`config.mk`:
```
export PLATFORM = sky130hd
export DESIGN_NAME = directed_graph_adjacency_matrix_core
export DESIGN_NICKNAME = d
export VERILOG_FILES = /design/src/sv/dgam_pkg.sv /design/src/sv/directed_graph_adjacency_matrix_core.sv /design/src/sv/dgam_row_mem.sv
export VERILOG_INCLUDE_DIRS = /design/src /design/src/sv
export SDC_FILE = /design/constraint.sdc
export NUM_CORES = 2
export LEC_CHECK = 0
export BUFFER_PORTS_ARGS = -buffer_cell sky130_fd_sc_hd__buf_4
export CAP_MARGIN = 15
export CORE_MARGIN = 5
export CORE_UTILIZATION = 55
export CTS_CLUSTER_SIZE = 14
export DETAILED_ROUTE_END_ITERATION = 6
export HOLD_SLACK_MARGIN = 0.03
export PLACE_DENSITY = 0.82
export SLEW_MARGIN = 0
export SYNTH_ARGS = -nofsm -noshare
export SYNTH_HDL_FRONTEND = slang
export SYNTH_SLANG_ARGS = --single-unit
```
`constraint.sdc`:
```
create_clock -name clk_i -period 6.1 [get_ports clk_i]
set_input_delay 0.61 -clock clk_i [delete_from_list [all_inputs] [get_ports clk_i]]
set_output_delay 0.61 -clock clk_i [all_outputs]
set_load 0.05 [all_outputs]
```
`src/sv/assert_macros.svh`:
```
// assertion helpers for the rtl
`ifndef ASSERT_MACROS_SVH
`define ASSERT_MACROS_SVH

// property checked on every rising clock edge outside reset
`define ASSERT_CLK(name, prop, msg) \
  name: assert property (@(posedge clk_i) disable iff (!rst_ni) (prop)) else $error(msg);

// condition that must never hold outside reset
`define ASSERT_NEVER(name, cond, msg) \
  name: assert property (@(posedge clk_i) disable iff (!rst_ni) !(cond)) else $error(msg);

`endif

```
`src/sv/dgam_pkg.sv`:
```
package dgam_pkg;

  localparam int DefMaxV = 64;

  localparam int KindW   = 2;
  localparam int VertexW = 6;
  localparam int VcountW = 7;
  localparam int DegW    = 7;
  localparam int TotalW  = 8;
  localparam int EdgeW   = 13;

  localparam logic [VcountW-1:0] VcountReset = 7'd64;

  typedef enum logic [KindW-1:0] {
    KIND_INSERT,
    KIND_REMOVE,
    KIND_QUERY,
    KIND_DEGREE
  } kind_e;

  typedef enum logic [1:0] {
    STATUS_OK,
    STATUS_INVALID,
    STATUS_EXISTS,
    STATUS_ABSENT
  } status_e;

endpackage

```
`src/sv/directed_graph_adjacency_matrix_core.sv`:
```
// Directed graph kept as a MAX_V by MAX_V bit matrix, one memory row per
// source vertex, plus an edge count.
// Command channel: an item (kind, src_vertex, dst_vertex) transfers at a
// rising edge with start_i high and busy_o low. Each item gives one result,
// shown for exactly one cycle with done_o high; the receiver cannot stall.
// Insert, remove and adjacency query: the source row is read at the transfer
// edge, then the block is busy in ST_ROW (update and write back); done_o is
// high once it is back in ST_IDLE, and only then can a new item transfer.
// Degree query: after the row read of the vertex, the block walks rows 0 to
// n-1 (n = min(vertex_count, MAX_V)) through the single memory read port,
// one row per cycle in ST_WALK, and done_o follows at once when the walk
// ends; a new item transfers only once the block is back in ST_IDLE.
// Configuration: cfg_data_i transfers at a rising edge with cfg_valid_i and
// cfg_ready_o high; write it only while the block is idle. The count in use
// is sampled when an item transfers.
// Reset: the matrix reads as empty at once (per-row valid bits, no clearing
// pass), the edge count is zero and vertex_count is 64.
module directed_graph_adjacency_matrix_core import dgam_pkg::*; #(
  parameter int MAX_V = DefMaxV
) (
  input  logic               clk_i,
  input  logic               rst_ni,
  input  logic               start_i,
  output logic               busy_o,
  input  logic [KindW-1:0]   kind_i,
  input  logic [VertexW-1:0] src_vertex_i,
  input  logic [VertexW-1:0] dst_vertex_i,
  input  logic               cfg_valid_i,
  output logic               cfg_ready_o,
  input  logic [VcountW-1:0] cfg_data_i,
  output logic               done_o,
  output logic [1:0]         status_o,
  output logic               is_adjacent_o,
  output logic [DegW-1:0]    in_degree_o,
  output logic [DegW-1:0]    out_degree_o,
  output logic [TotalW-1:0]  total_degree_o,
  output logic [EdgeW-1:0]   edge_count_o
);

  `include "assert_macros.svh"

  localparam int IW   = $clog2(MAX_V);
  localparam int NW   = $clog2(MAX_V + 1);
  localparam int CMPW = (NW > VcountW) ? NW : VcountW;

  typedef enum logic [1:0] {
    ST_IDLE,
    ST_ROW,
    ST_WALK
  } state_e;

  state_e               state_q;
  kind_e                kind_q;
  logic [VertexW-1:0]   src_q;
  logic [VertexW-1:0]   dst_q;
  logic                 ok_q;
  logic [NW-1:0]        n_q;
  logic [IW-1:0]        idx_q;
  logic [NW-1:0]        din_q;
  logic [NW-1:0]        dout_q;
  logic [MAX_V-1:0]     row_q;
  logic [VcountW-1:0]   vcount_q;
  logic [EdgeW-1:0]     edge_q;
  logic                 done_q;
  status_e              status_q;
  logic                 adj_q;
  logic [DegW-1:0]      in_deg_q;
  logic [DegW-1:0]      out_deg_q;
  logic [TotalW-1:0]    total_q;

  logic [CMPW-1:0]      vc_ext;
  logic [CMPW-1:0]      max_ext;
  logic [CMPW-1:0]      n_cur;
  logic                 src_ok;
  logic                 dst_ok;
  logic [IW-1:0]        src_idx;
  logic [IW-1:0]        dst_idx;
  logic [IW-1:0]        rd_addr;
  logic [MAX_V-1:0]     rd_row;
  logic                 edge_bit;
  logic                 wr_en;
  logic [MAX_V-1:0]     wr_row;
  logic [NW-1:0]        din_nxt;
  logic [NW-1:0]        dout_nxt;
  logic [NW:0]          sum_nxt;
  logic                 walk_last;

  assign vc_ext  = CMPW'(vcount_q);
  assign max_ext = CMPW'(MAX_V);
  assign n_cur   = (vc_ext > max_ext) ? max_ext : vc_ext;
  assign src_ok  = CMPW'(src_vertex_i) < n_cur;
  assign dst_ok  = CMPW'(dst_vertex_i) < n_cur;

  assign src_idx  = IW'(src_q);
  assign dst_idx  = IW'(dst_q);
  assign edge_bit = rd_row[dst_idx];

  always_comb begin
    unique case (state_q)
      ST_IDLE: rd_addr = IW'(src_vertex_i);
      ST_ROW:  rd_addr = '0;
      ST_WALK: rd_addr = idx_q + 1'b1;
      default: rd_addr = '0;
    endcase
  end

  assign wr_en = (state_q == ST_ROW) && ok_q &&
                 (((kind_q == KIND_INSERT) && !edge_bit) ||
                  ((kind_q == KIND_REMOVE) && edge_bit));
  assign wr_row = rd_row ^ (MAX_V'(1) << dst_idx);

  assign din_nxt   = din_q + NW'(rd_row[src_idx]);
  assign dout_nxt  = dout_q + NW'(row_q[idx_q]);
  assign sum_nxt   = {1'b0, din_nxt} + {1'b0, dout_nxt};
  assign walk_last = NW'(idx_q) == (n_q - 1'b1);

  dgam_row_mem #(
    .MAX_V(MAX_V)
  ) u_row_mem (
    .clk_i    (clk_i),
    .rst_ni   (rst_ni),
    .wr_en_i  (wr_en),
    .wr_addr_i(src_idx),
    .wr_row_i (wr_row),
    .rd_addr_i(rd_addr),
    .rd_row_o (rd_row)
  );

  always_ff @(posedge clk_i or negedge rst_ni) begin
    if (!rst_ni) begin
      vcount_q <= VcountReset;
    end else if (cfg_valid_i && cfg_ready_o) begin
      vcount_q <= cfg_data_i;
    end
  end

  always_ff @(posedge clk_i or negedge rst_ni) begin
    if (!rst_ni) begin
      state_q <= ST_IDLE;
      done_q  <= 1'b0;
      edge_q  <= '0;
    end else begin
      done_q <= 1'b0;
      unique case (state_q)
        ST_IDLE: begin
          if (start_i) begin
            kind_q  <= kind_e'(kind_i);
            src_q   <= src_vertex_i;
            dst_q   <= dst_vertex_i;
            n_q     <= NW'(n_cur);
            ok_q    <= src_ok && ((kind_e'(kind_i) == KIND_DEGREE) || dst_ok);
            state_q <= ST_ROW;
          end
        end
        ST_ROW: begin
          adj_q     <= 1'b0;
          in_deg_q  <= '0;
          out_deg_q <= '0;
          total_q   <= '0;
          status_q  <= STATUS_OK;
          if (!ok_q) begin
            status_q <= STATUS_INVALID;
            done_q   <= 1'b1;
            state_q  <= ST_IDLE;
          end else begin
            unique case (kind_q)
              KIND_INSERT: begin
                if (edge_bit) begin
                  status_q <= STATUS_EXISTS;
                end else begin
                  edge_q <= edge_q + 1'b1;
                end
                done_q  <= 1'b1;
                state_q <= ST_IDLE;
              end
              KIND_REMOVE: begin
                if (!edge_bit) begin
                  status_q <= STATUS_ABSENT;
                end else begin
                  edge_q <= edge_q - 1'b1;
                end
                done_q  <= 1'b1;
                state_q <= ST_IDLE;
              end
              KIND_QUERY: begin
                adj_q   <= edge_bit;
                done_q  <= 1'b1;
                state_q <= ST_IDLE;
              end
              KIND_DEGREE: begin
                row_q   <= rd_row;
                idx_q   <= '0;
                din_q   <= '0;
                dout_q  <= '0;
                state_q <= ST_WALK;
              end
              default: state_q <= ST_IDLE;
            endcase
          end
        end
        ST_WALK: begin
          din_q  <= din_nxt;
          dout_q <= dout_nxt;
          idx_q  <= idx_q + 1'b1;
          if (walk_last) begin
            in_deg_q  <= DegW'(din_nxt);
            out_deg_q <= DegW'(dout_nxt);
            total_q   <= TotalW'(sum_nxt);
            done_q    <= 1'b1;
            state_q   <= ST_IDLE;
          end
        end
        default: state_q <= ST_IDLE;
      endcase
    end
  end

  assign busy_o         = state_q != ST_IDLE;
  assign cfg_ready_o    = 1'b1;
  assign done_o         = done_q;
  assign status_o       = status_q;
  assign is_adjacent_o  = adj_q;
  assign in_degree_o    = in_deg_q;
  assign out_degree_o   = out_deg_q;
  assign total_degree_o = total_q;
  assign edge_count_o   = edge_q;

  `ASSERT_CLK(a_start_busy, (start_i && !busy_o) |=> busy_o, "transfer did not start work")
  `ASSERT_NEVER(a_done_idle, done_o && busy_o, "result shown while busy")
  `ASSERT_CLK(a_total_sum,
      done_o |-> (total_degree_o == ({1'b0, in_degree_o} + {1'b0, out_degree_o})),
      "total degree differs from in plus out")
  `ASSERT_CLK(a_invalid_zero,
      (done_o && (status_o == STATUS_INVALID)) |->
      (!is_adjacent_o && (in_degree_o == '0) && (out_degree_o == '0)),
      "invalid vertex result carries data")

endmodule

```
`src/sv/dgam_row_mem.sv`:
```
module dgam_row_mem import dgam_pkg::*; #(
  parameter int MAX_V = DefMaxV,
  localparam int IW = $clog2(MAX_V)
) (
  input  logic             clk_i,
  input  logic             rst_ni,
  input  logic             wr_en_i,
  input  logic [IW-1:0]    wr_addr_i,
  input  logic [MAX_V-1:0] wr_row_i,
  input  logic [IW-1:0]    rd_addr_i,
  output logic [MAX_V-1:0] rd_row_o
);

  logic [MAX_V-1:0] mem_q [MAX_V];
  logic [MAX_V-1:0] rd_data_q;
  logic [MAX_V-1:0] vld_q;
  logic             rd_vld_q;

  always_ff @(posedge clk_i) begin
    if (wr_en_i) begin
      mem_q[wr_addr_i] <= wr_row_i;
    end
    rd_data_q <= mem_q[rd_addr_i];
  end

  // rows never written since reset read as empty
  always_ff @(posedge clk_i or negedge rst_ni) begin
    if (!rst_ni) begin
      vld_q    <= '0;
      rd_vld_q <= 1'b0;
    end else begin
      if (wr_en_i) begin
        vld_q[wr_addr_i] <= 1'b1;
      end
      rd_vld_q <= vld_q[rd_addr_i];
    end
  end

  assign rd_row_o = rd_vld_q ? rd_data_q : '0;

endmodule

```
==> out/results.tsv <==
metric	value	unit
pre_cts_slack	0.748	ns
syn_to_final_growth	14.1	%
antenna_left	0	
grt-ovfl-total	0	
min_period	5.71	ns
worstMarginPinSlew	1.29	ns
gr-usage-all-layers	0.330	
cts_made_buffers	414	
fin_nets	8847	
dieWidth	567	um
antenna_found_initial	37	
synth_flop_cell	edfxtp_1	
place_area	181000	um2
r2r_end	u_row_mem.rd_data_q[37]$_DFF_P_	
synth_largest_area_cell	edfxtp_1	
cts_max_path_buffers	4	
stdcell_area	194000	um2
synth_cell_types	73	
grt_first_pass_wirelength	748000	um
setup.worst_path.class	reg2reg	
rsz0062_at_grt	false	
cts_sinks	4379	
status	finished with violations	
drc	4	
row_count	204	
worstPathRequired	6.82	ns
r2r_start	idx_q[1]$_SDFFCE_PN0P_	
violations	design-rule violations	
netlist_area	170000	um2
ctsResizeCount	0	
fin_crit_sh	0.936	
hold_path.class	in2async	
async_flop_share	0.0201	
clk_pin_slew	0.06	ns
htree_levels	5	
wire_per_inst	40.3	um
coreArea	309000	um2
powerDensity	454	nW/um2
final_hold_viol_count	0	
cts-root-buf	clkbuf_16	
drive_gt1_frac	0.262	
postRouteWirelength	535000	um
syn-num-nets	8353	
setup_violations	0	
first_pass_iters	7	
cp_data_arrival_time	6.43	ns
cts_tree	built	
whs	0.0853	ns
synth_most_common_cell	edfxtp_1	
multiInputGateArea	38900	um2
dieHeight	567	um
clock_latency	1.02	ns
yosysWarnings	0	
synth_area_per_cell	20.6	um2
tns	0	ns
fmax	175	MHz
port_buffers	64	
synth.area.top_cells	edfxtp_1 (74%), mux4_2 (14%), a211oi_1 (1.4%)	
crit_path_end_kind	register	
clock_skew	0.0877	ns
synth-edff-count	4227	
pin_count	66	
ys_top_cells_by_count	edfxtp_1 (4227), mux4_2 (1064), nand2_1 (605)	
grt_pass1_vias	97100	
dp_hpwl	285000	um
seq_area_frac_synth	0.765	
ir_worst_vdd	0.000351	V
grt_start_max_net_pins	107	
place_congestion	0.936	
path_max_fanout	24	
rrSetupSlack	0.39	ns
ys_seq_elements	4379	
crit_path_start_kind	register	
synth_top_area_frac	0.745	
initial_core_util	0.552	
vias_per_cell	7.30	
r2r_cells	11	
finalWorstSetupSlack	0.391	ns
vias	96900	
leakage	62.6	nW
postSynthCellCount	8291	
regArea	130000	um2
first_iter_violations	17900	
die-area	321000	um2
n_fill_cell	18800	
maxCapViolCount	0	
slew_headroom	0.136	
maxSlewViolCount	0	
[stage by stage]
step	instances	total power, mW	util
CTS	13300	87.4	0.629
floorplan	8291	51.1	-
detailed placement	12500	61.4	0.585
global placement	12500	60.6	0.585
finish	13300	88.2	0.630
global route	13300	90.2	0.629
[critical path, stage by stage, from the launching register on]
cell and delay (ns):
edfxtp_1 0.81, ha_1 0.48, and2_1 0.15, a21o_4 0.70, buf_12 0.33, buf_4 0.28, mux4_2 0.54, and2_1 0.18
a211oi_1 0.23, a31oi_1 0.15, a211oi_1 1.11, a21oi_1 0.43
[sequential cells by signal, summed over array words and instances (netlist names), 8 cells and up]
name / flops
u_row_mem.mem_q: 4096
row_q: 64
u_row_mem.rd_data_q: 64
u_row_mem.vld_q: 64
edge_count_o: 13
total_degree_o: 8
[how the worst max path moves through the flow]
stage,start,to,cells after the start,slack [ns]
after floorplan,dst_idx[1]$_DFFE_PP_,u_row_mem.mem_q[40][0]$_DFFE_PP_,11,0.14
after global placement,u_row_mem.rd_vld_q$_DFF_PN0_,total_degree_o[6]$_SDFFCE_PN0P_,19,0.70
after detailed placement,idx_q[1]$_SDFFCE_PN0P_,u_row_mem.rd_data_q[22]$_DFF_P_,12,0.75
after CTS,idx_q[1]$_SDFFCE_PN0P_,u_row_mem.rd_data_q[60]$_DFF_P_,13,0.63
after global routing,idx_q[1]$_SDFFCE_PN0P_,u_row_mem.rd_data_q[60]$_DFF_P_,13,0.30
final,idx_q[1]$_SDFFCE_PN0P_,u_row_mem.rd_data_q[37]$_DFF_P_,11,0.39
[power breakdown]
group / internal (mW) / leakage (nW) / switching, mW
clock: 14.3 / 6.55 / 11.6
sequential: 37.0 / 40.4 / 0.710
combinational: 7.95 / 15.6 / 16.7
[layer usage]
layer	up-vias	part of all wire	GRT usage
met2	10700	0.46	0.501
met3	2301	0.16	0.116
met1	48700	0.30	0.412
li1	35200	-	-
met5	-	0.0011	0
met4	28	0.078	0.200
[logic make-up (layout without fill, tap and decap cells)]
kind of cell    Yosys count  count (layout)  synth area share
fa+ha+maj                41              41           0.00304
buf+inv                 584            1426            0.0139
simple gates           1178            1178            0.0323
other cells               1              26         0.0000220
flops                  4379            4379             0.765
compound gates          918             918            0.0381
mux                    1086            1086             0.142
xor+xnor                104             104           0.00534
[timing repair]
item	4_1_cts	5_1_grt
hold endpoints to repair	42	0
hold buffers	30	0
buffers inserted	0	0
[layout by cell type, fill, tap and decap left out, drive strengths merged, types with 30 or more instances in the layout]
cell            n
a211oi        329
a21oi         160
a311oi        130
a31oi         132
and2          306
buf           570
bufinv         32
clkbuf        535
clkinv        180
dfrtp          87
dfxtp          64
dlygate4sd3    30
edfxtp       4227
ha             35
inv            74
mux4         1064
nand2         605
nand3          39
nor2          139
o21bai         66
xnor2          72
xor2           32
[final cells by class]
cell class | instances | share of cell area
sequential | 4379 | 0.671
multi-input combinational | 3328 | 0.200
clock buffer | 534 | 0.0571
timing repair buffer | 601 | 0.0321
tap | 4120 | 0.0265
clock inverter | 230 | 0.0118
inverter | 61 | 0.00118
antenna | 25 | 0.000322
Note: power is estimated with default switching activity, not from simulation.
